<file path="src/design/whtok_pkg.sv">
`default_nettype none

package whtok_pkg;

	// Payload of one text beat.
	typedef struct packed {
		logic [7:0] text_byte;
		logic       end_of_text;
	} tok_in_t;

	// Payload of one token beat.
	typedef struct packed {
		logic [31:0] token_id;
		logic        is_eos;
		logic        last_of_run;
	} tok_out_t;

	// Configuration register indexes.
	localparam int CFG_IDX_W = 1;
	localparam logic [CFG_IDX_W-1:0] REG_EOS_INTERVAL = 1'd0;
	localparam logic [CFG_IDX_W-1:0] REG_EOS_TOKEN    = 1'd1;

	localparam logic [15:0] EOS_INTERVAL_RST = 16'd64;
	localparam logic [31:0] EOS_TOKEN_RST    = 32'd0;

	// Characters that may close a sentence.
	localparam logic [7:0] CH_LF  = 8'h0A;
	localparam logic [7:0] CH_DOT = 8'h2E;

	// Start value (not the FNV-1a basis); prime 2^40 + 0x1B3, as shifts and adds.
	localparam logic [63:0] FNV_BASIS = 64'd1469598103934665603;

	// Vocabulary size and the constants of the modulo pipeline.
	localparam logic [31:0] VOCAB_SIZE = 32'd248319;
	localparam int          VOC_W      = 18;
	localparam logic [63:0] VocabWide  = 64'(VOCAB_SIZE);
	localparam logic [VOC_W-1:0] RES24 = VOC_W'((64'd1 << 24) % VocabWide);
	localparam logic [VOC_W-1:0] RES32 = VOC_W'((64'd1 << 32) % VocabWide);
	localparam logic [VOC_W-1:0] RES48 = VOC_W'((64'd1 << 48) % VocabWide);
	localparam int          RECIP_SHIFT = 49;
	localparam logic [31:0] RECIP_K     = 32'((64'd1 << RECIP_SHIFT) / VocabWide);
	localparam int          QUOT_W      = 14;

	// Result queue.
	localparam int FIFO_DEPTH = 8;
	localparam int PTR_W      = $clog2(FIFO_DEPTH);
	localparam int CNT_W      = $clog2(FIFO_DEPTH + 1);

	// One queued entry: up to a word token followed by an end-of-sentence token.
	typedef struct packed {
		logic        word_v;
		logic        eos_v;
		logic [31:0] word_id;
	} tok_job_t;

endpackage

`default_nettype wire

</file>
<file path="src/design/word_hash_tokenizer.sv">
`default_nettype none

// Streaming word tokenizer with 64-bit FNV-1a-style word hashing.
// Text arrives one byte per beat on the text channel (valid/ready); bytes of
// letters, digits and underscore build a word, any other byte ends it. Each
// finished word leaves on the token channel as (hash mod 248319) + 1. A
// newline or full stop also emits the configured end-of-sentence token once
// at least eos_interval words have passed since the previous one. A beat
// flagged end_of_text flushes the pending word and restarts the word count.
// One text beat gives zero, one or two token beats; last_of_run marks the
// final one.
//
// Throughput is one text byte per cycle while text_ready is high: the hash
// update is a xor and a shift-and-add multiply on the word state. Tokens
// pass through the five-stage modulo pipeline into the result queue.
// A text beat that yields two tokens holds the token channel for two beats.
// Every accepted byte reserves one slot of an eight-entry result queue until
// its tokens have gone, so text_ready falls only once eight bytes are
// outstanding while the receiver stalls; nothing is ever dropped.
// Reset returns the word state, the counters and both registers to their
// defaults (interval 64, end token 0); the cfg port writes a register and
// is to be used only while the block is idle, which the block does not enforce.
module word_hash_tokenizer #(
	parameter int MAX_WORD_LEN = 255
) (
	input  wire logic                              clk,
	input  wire logic                              arst_n,
	input  wire logic                              text_valid,
	output logic                                   text_ready,
	input  wire whtok_pkg::tok_in_t                text_beat,
	output logic                                   token_valid,
	input  wire logic                              token_ready,
	output whtok_pkg::tok_out_t                    token_beat,
	input  wire logic                              cfg_we,
	input  wire logic [whtok_pkg::CFG_IDX_W-1:0]   cfg_index,
	input  wire logic [31:0]                       cfg_wdata
);

	localparam int LEN_W = $clog2(MAX_WORD_LEN + 1);

	// Configuration registers.
	logic [15:0] eos_interval_q;
	logic [31:0] eos_token_q;

	// Word state.
	logic [63:0]      hash_q;
	logic [LEN_W-1:0] len_q;
	logic [15:0]      words_q;

	// Input side decisions.
	logic        accept;
	logic [7:0]  c;
	logic        is_word;
	logic        join_w;
	logic        flush_a;
	logic        flush_b;
	logic        eos_hit;
	logic [63:0] hash_x;
	logic [63:0] hash_join;
	logic [15:0] words_a;

	always_comb begin
		c       = text_beat.text_byte;
		accept  = text_valid && text_ready;
		is_word = (c >= 8'h61 && c <= 8'h7A) ||	// a to z
		          (c >= 8'h41 && c <= 8'h5A) ||	// A to Z
		          (c >= 8'h30 && c <= 8'h39) ||	// 0 to 9
		          (c == 8'h5F);			// underscore
		join_w  = is_word && (len_q < LEN_W'(MAX_WORD_LEN));
		// Any byte that does not join closes a pending word first.
		flush_a = !join_w && (len_q != '0);
		words_a = (flush_a && words_q != 16'hFFFF) ? words_q + 16'd1 : words_q;
		eos_hit = !join_w && (c == whtok_pkg::CH_LF || c == whtok_pkg::CH_DOT) &&
		          (words_a >= eos_interval_q);
		// The byte that joins and also ends the text flushes the grown word.
		flush_b = join_w && text_beat.end_of_text;
		hash_x  = hash_q ^ {56'd0, c};
		// Multiply by 2^40 + 0x1B3, modulo 2^64.
		hash_join = (hash_x << 40) + (hash_x << 8) + (hash_x << 7) + (hash_x << 5) +
		            (hash_x << 4) + (hash_x << 1) + hash_x;
	end

	always_ff @(posedge clk or negedge arst_n) begin
		if (!arst_n) begin
			eos_interval_q <= whtok_pkg::EOS_INTERVAL_RST;
			eos_token_q    <= whtok_pkg::EOS_TOKEN_RST;
		end else if (cfg_we) begin
			unique case (cfg_index)
				whtok_pkg::REG_EOS_INTERVAL: eos_interval_q <= cfg_wdata[15:0];
				whtok_pkg::REG_EOS_TOKEN:    eos_token_q    <= cfg_wdata;
				default: ;
			endcase
		end
	end

	always_ff @(posedge clk or negedge arst_n) begin
		if (!arst_n) begin
			hash_q  <= whtok_pkg::FNV_BASIS;
			len_q   <= '0;
			words_q <= '0;
		end else if (accept) begin
			if (join_w && !text_beat.end_of_text) begin
				hash_q <= hash_join;
				len_q  <= len_q + LEN_W'(1);
			end else begin
				hash_q <= whtok_pkg::FNV_BASIS;
				len_q  <= '0;
			end
			if (text_beat.end_of_text) begin
				words_q <= '0;
			end else if (eos_hit) begin
				words_q <= '0;
			end else begin
				words_q <= words_a;
			end
		end
	end

	// Modulo pipeline: reduce the 64-bit hash by residues of powers of two,
	// estimate the quotient with a reciprocal, subtract and correct once.
	logic        v_s1, v_s2, v_s3, v_s4, v_s5;
	logic        wd_s1, wd_s2, wd_s3, wd_s4, wd_s5;
	logic        eo_s1, eo_s2, eo_s3, eo_s4, eo_s5;
	logic [63:0] hash_s1;
	logic [35:0] fold_s2;
	logic [30:0] val_s3;
	logic [30:0] val_s4;
	logic [whtok_pkg::QUOT_W-1:0] quot_s4;
	logic [whtok_pkg::VOC_W:0]    rem_s5;

	logic [35:0] fold_d;
	logic [30:0] val_d;
	logic [62:0] recip_prod;
	logic [31:0] qm_prod;
	logic [whtok_pkg::VOC_W:0] rem_fix;
	logic [31:0] word_id;

	always_comb begin
		fold_d = 36'(hash_s1[15:0]) + 36'({hash_s1[31:16], 16'd0}) +
		         36'(34'(hash_s1[47:32]) * 34'(whtok_pkg::RES32)) +
		         36'(34'(hash_s1[63:48]) * 34'(whtok_pkg::RES48));
		val_d  = 31'(fold_s2[23:0]) + 31'(30'(fold_s2[35:24]) * 30'(whtok_pkg::RES24));
		recip_prod = 63'(val_s3) * 63'(whtok_pkg::RECIP_K);
		qm_prod    = 32'(quot_s4) * whtok_pkg::VOCAB_SIZE;
		rem_fix    = (rem_s5 >= (whtok_pkg::VOC_W+1)'(whtok_pkg::VOCAB_SIZE)) ?
		             rem_s5 - (whtok_pkg::VOC_W+1)'(whtok_pkg::VOCAB_SIZE) : rem_s5;
		word_id    = 32'(rem_fix) + 32'd1;
	end

	always_ff @(posedge clk or negedge arst_n) begin
		if (!arst_n) begin
			v_s1 <= 1'b0;
			v_s2 <= 1'b0;
			v_s3 <= 1'b0;
			v_s4 <= 1'b0;
			v_s5 <= 1'b0;
		end else begin
			v_s1 <= accept;
			v_s2 <= v_s1;
			v_s3 <= v_s2;
			v_s4 <= v_s3;
			v_s5 <= v_s4;
		end
	end

	always_ff @(posedge clk) begin
		wd_s1   <= flush_a || flush_b;
		eo_s1   <= eos_hit;
		hash_s1 <= flush_b ? hash_join : hash_q;
		wd_s2   <= wd_s1;
		eo_s2   <= eo_s1;
		fold_s2 <= fold_d;
		wd_s3   <= wd_s2;
		eo_s3   <= eo_s2;
		val_s3  <= val_d;
		wd_s4   <= wd_s3;
		eo_s4   <= eo_s3;
		val_s4  <= val_s3;
		quot_s4 <= whtok_pkg::QUOT_W'(recip_prod >> whtok_pkg::RECIP_SHIFT);
		wd_s5   <= wd_s4;
		eo_s5   <= eo_s4;
		rem_s5  <= (whtok_pkg::VOC_W+1)'(32'(val_s4) - qm_prod);
	end

	// Result queue, one entry per byte that produced tokens.
	whtok_pkg::tok_job_t mem_q [whtok_pkg::FIFO_DEPTH];
	whtok_pkg::tok_job_t head;
	logic [whtok_pkg::PTR_W-1:0] wr_ptr_q, rd_ptr_q;
	logic [whtok_pkg::CNT_W-1:0] fill_q;
	logic [whtok_pkg::CNT_W-1:0] used_q;
	logic phase_q;
	logic push, drop, pop, out_fire;

	always_comb begin
		push        = v_s5 && (wd_s5 || eo_s5);
		drop        = v_s5 && !(wd_s5 || eo_s5);
		head        = mem_q[rd_ptr_q];
		token_valid = (fill_q != '0);
		text_ready  = (used_q != whtok_pkg::CNT_W'(whtok_pkg::FIFO_DEPTH));
		if (head.word_v && !phase_q) begin
			token_beat.token_id    = head.word_id;
			token_beat.is_eos      = 1'b0;
			token_beat.last_of_run = !head.eos_v;
		end else begin
			token_beat.token_id    = eos_token_q;
			token_beat.is_eos      = 1'b1;
			token_beat.last_of_run = 1'b1;
		end
		out_fire = token_valid && token_ready;
		pop      = out_fire && token_beat.last_of_run;
	end

	always_ff @(posedge clk) begin
		if (push) begin
			mem_q[wr_ptr_q] <= '{word_v: wd_s5, eos_v: eo_s5, word_id: word_id};
		end
	end

	always_ff @(posedge clk or negedge arst_n) begin
		if (!arst_n) begin
			wr_ptr_q <= '0;
			rd_ptr_q <= '0;
			fill_q   <= '0;
			used_q   <= '0;
			phase_q  <= 1'b0;
		end else begin
			if (push) begin
				wr_ptr_q <= wr_ptr_q + whtok_pkg::PTR_W'(1);
			end
			if (pop) begin
				rd_ptr_q <= rd_ptr_q + whtok_pkg::PTR_W'(1);
			end
			fill_q <= fill_q + whtok_pkg::CNT_W'(push) - whtok_pkg::CNT_W'(pop);
			used_q <= used_q + whtok_pkg::CNT_W'(accept) - whtok_pkg::CNT_W'(pop) -
			          whtok_pkg::CNT_W'(drop);
			if (pop) begin
				phase_q <= 1'b0;
			end else if (out_fire) begin
				phase_q <= 1'b1;
			end
		end
	end

	// The reservation count covers every queued entry and never overruns the queue.
	a_fill_covered: assert property (@(posedge clk) disable iff (!arst_n)
		fill_q <= used_q && used_q <= whtok_pkg::CNT_W'(whtok_pkg::FIFO_DEPTH))
		else $error("result queue reservation out of step");

	// The second half of a two-token entry is only pending on such an entry.
	a_phase_pair: assert property (@(posedge clk) disable iff (!arst_n)
		phase_q |-> (token_valid && head.word_v && head.eos_v))
		else $error("token phase set without a pending end token");

	// A word token always lies in 1 to the vocabulary size.
	a_word_range: assert property (@(posedge clk) disable iff (!arst_n)
		(token_valid && !token_beat.is_eos) |->
		(token_beat.token_id != 32'd0 && token_beat.token_id <= whtok_pkg::VOCAB_SIZE))
		else $error("word token out of range");

	// Only a word token can be followed by another token of the same byte.
	a_eos_last: assert property (@(posedge clk) disable iff (!arst_n)
		(token_valid && token_beat.is_eos) |-> token_beat.last_of_run)
		else $error("end token not last of its run");

	// A word that has just been flushed leaves the length cleared.
	a_len_clear: assert property (@(posedge clk) disable iff (!arst_n)
		(accept && (flush_a || flush_b)) |=> (len_q == '0))
		else $error("word length not cleared after flush");

endmodule

`default_nettype wire
</file>
<file path="config.mk">
export PLATFORM = sky130hd
export DESIGN_NAME = word_hash_tokenizer
export DESIGN_NICKNAME = d
export VERILOG_FILES = /design/src/design/whtok_pkg.sv /design/src/design/word_hash_tokenizer.sv
export SDC_FILE = /design/constraint.sdc
export NUM_CORES = 2
export LEC_CHECK = 0
export BUFFER_PORTS_ARGS = -buffer_cell sky130_fd_sc_hd__buf_2
export CAP_MARGIN = 20
export CORE_MARGIN = 3
export CORE_UTILIZATION = 54
export DETAILED_ROUTE_END_ITERATION = 8
export PLACE_DENSITY = 0.7
export SLEW_MARGIN = 0
export SYNTH_ARGS = -nofsm -noshare
export SYNTH_HDL_FRONTEND = slang
export SYNTH_SLANG_ARGS = --single-unit
</file>
<file path="constraint.sdc">
create_clock -name clk -period 13.3 [get_ports clk]
set_clock_uncertainty 0.1 [all_clocks]
set_input_delay 1.995 -clock clk [delete_from_list [all_inputs] [get_ports clk]]
set_output_delay 1.995 -clock clk [all_outputs]
set_load 0.005 [all_outputs]
</file>
==> results_dict.tcl <==
set metrics [dict create \
    outcome "finished clean" \
    clock_path_buffers 3 \
    firstDrtPassIters 6 \
    synth.distinct_cells 87 \
    core-area_um2 106000 \
    final_util_pct 58.8 \
    wire_per_inst_um 19.8 \
    cp_max_fo 7 \
    synthCells 5300 \
    syn_area_um2 58100 \
    hold_path.class "reg2reg" \
    cts_buffers 58 \
    die_h_um 334 \
    post-cts-setup-buffer-count 0 \
    worstSkewPairLatency_ns 0.67 \
    cts_htree_levels 2 \
    synth-main-ff-cell "dfxtp_1" \
    ant_nets 0 \
    synth_edf_count 176 \
    synthArstFlopShare_pct 29.9 \
    antenna_found_initial 1 \
    synth-seq-area-share_pct 22.4 \
    final_cell_mix "inv_1, ha_1, fa_1, nand2_1, a21oi_1" \
    ys_ff_latch 521 \
    startpoint "hash_s1[53]" \
    grt-ovfl-total 0 \
    place.detailed.hpwl_mm 111 \
    drc 0 \
    ff2ff_path_depth 26 \
    grt_pass1_vias 40259 \
    drt_iter0_markers 2316 \
    grt_usage_pct 25.3 \
    cp_data_required_time_ns 13.78 \
    initial_core_util_pct 54.8 \
    fmax_ghz 0.121 \
    vias 37901 \
    place.gp.congestion 0.938 \
    numPortBuffers 82 \
    final_max_slew_viol_count 0 \
    clock-sinks 521 \
    grt_pass1_wl_mm 221 \
    wl_mm 136 \
    yosys_warnings 0 \
    ios 83 \
    maxSlewHeadroom_pct 31.6 \
    drive_gt1_share_pct 7.70 \
    yosysTopAreaCell "fa_1" \
    hold_viol 0 \
    rsz0062_at_grt "no" \
    dp_worst_setup_slack_ns 5.06 \
    final_common_cell "inv_1" \
    finalSetupViolations 0 \
    fin_crit_ns 8.23 \
    timing.rr.end "fold_s2[33]" \
    yosys-top-cells-area "fa_1, ha_1, edfxtp_1" \
    fin_tns_setup_ns 0 \
    drv_cap 0 \
    root_buffer "clkbuf_16" \
    viasPerCell 5.54 \
    die_x_um 334 \
    avgSynthCellArea_um2 11.0 \
    max_slew.worst_pin.slew_ns 1.02 \
    design_area_um2 62400 \
    min_path_cells 0 \
    dpl_cell_area_um2 60200 \
    cts_tree "yes" \
    crit_path_start_kind "register" \
    critPathCapture "fold_s2[33]" \
    grt_max_degree 71 \
    r2r_setup_slack_ns 5.07 \
    rows 119 \
    r2r-start "hash_s1[53]" \
    dieArea_um2 112000 \
    layout.nets 7211 \
    cts.clk_slew.worst_paths_ns 0.06 \
    area_growth_pct 7.41 \
    cp.arrival_ns 8.72 \
    hold_buffers 0 \
    timing.final.ws_setup_ns 5.07 \
    synth_top_area_share_pct 26.9 \
    crit_type "reg2reg" \
    worst_setup_path_end_kind "register" \
    postCtsResizedCells 0 \
    period_share_pct 61.9 \
]
[registers in the layout, indices dropped and copies added, names as in the netlist, 3 cells and up]
register        flops
val_s3             29
eos_token_q        32
hash_q             64
rem_s5             19
fold_s2            35
val_s4             19
hash_s1            64
wr_ptr_q            3
words_q            16
quot_s4            13
len_q               8
eos_interval_q     16
mem_q             176
rd_ptr_q            3
used_q              4
fill_q              4
[Yosys cell counts (all sizes together), types with 9 or more instances]
cell type  number
buf            20
xor2           89
mux2           79
and3           33
o21bai         26
nor2          193
a22o           29
o211ai          9
a2111oi        10
ha            983
nor2b          41
o22a           22
a31oi          31
dfxtp         189
xnor2         172
nor3           62
or2            13
mux2i          27
clkbuf         62
nand2b         33
o21a           39
nand3          62
a32o            9
a21oi         193
nand4          34
fa            779
dfrtp         127
inv          1034
edfxtp        176
o31ai          19
and2           11
a211oi         25
or3            31
o22ai           9
nand2         212
a311oi          9
o21ai         133
a21o           82
dfstp          29
mux4           44
[worst min path at each step]
stage,from,to,slack [ns]
2_1_floorplan,eo_s1,eo_s2,0.21
3_3_place_gp,eo_s4,eo_s5,0.21
3_5_place_dp,eo_s1,eo_s2,0.21
4_1_cts,eo_s1,eo_s2,0.23
5_1_grt,eo_s4,eo_s5,0.23
6_report,eo_s1,eo_s2,0.23
[through the flow]
stage | instances | hold slack (ns)
after floorplan | 5307 | 0.210
after detailed placement | 6729 | 0.213
after global routing | 6843 | 0.233
final | 6844 | 0.225
after CTS | 6839 | 0.227
after global placement | 6729 | 0.211
[worst max-delay path: stages (launching register included)]
cell      delay [ns]
dfxtp_1         0.57
fa_1            0.49
ha_1            0.31
fa_1            0.52
fa_1            0.45
fa_1            0.55
inv_1           0.05
fa_1            0.53
inv_1           0.04
ha_1            0.20
or3_1           0.42
or3_1           0.34
o21ai_0         0.30
xor2_1          0.14
fa_1            0.50
inv_1           0.04
ha_1            0.40
nand3_1         0.15
nor3_1          0.49
o21ai_0         0.19
o211ai_1        0.14
a32o_1          0.21
o21ai_0         0.20
o21ai_0         0.33
a41oi_1         0.19
a21oi_1         0.19
xor2_1          0.16
[cell families after synthesis]
family | share of synthesized area [%]
other | 0.00646
AND/OR/NAND/NOR | 6.31
multiplexers | 3.70
XOR/XNOR | 3.94
flip-flops | 22.4
AO/OA/AOI/OAI | 8.36
adder cells (fa/ha/maj) | 48.0
buffers and inverters | 7.24
[layer usage]
| metal | share of wire (%) | up-vias | wire length (um) | GRT usage (%) |
|---|---|---|---|---|
| met1 | 43 | 18858 | 59100 | 34.3 |
| li1 | - | 17875 | - | - |
| met3 | 6.0 | 228 | 8180 | 4.39 |
| met2 | 46 | 940 | 62900 | 40.9 |
| met5 | 0 | - | 0 | 0 |
| met4 | 4.2 | 0 | 5640 | 9.22 |
[layout make-up]
cell class / instances / area (um^2)
Antenna cell: 1 / 2.50
Clock buffer: 74 / 1630
Clock inverter: 36 / 435
Fill cell: 8805 / 43600
Inverter: 1035 / 3880
Multi-Input combinational cell: 3669 / 41000
Sequential cell: 521 / 13000
Tap cell: 1391 / 1740
Timing Repair Buffer: 117 / 701
Power is not shown: default switching activity piles up to over one toggle a cycle in this logic, so the estimate is an artifact.
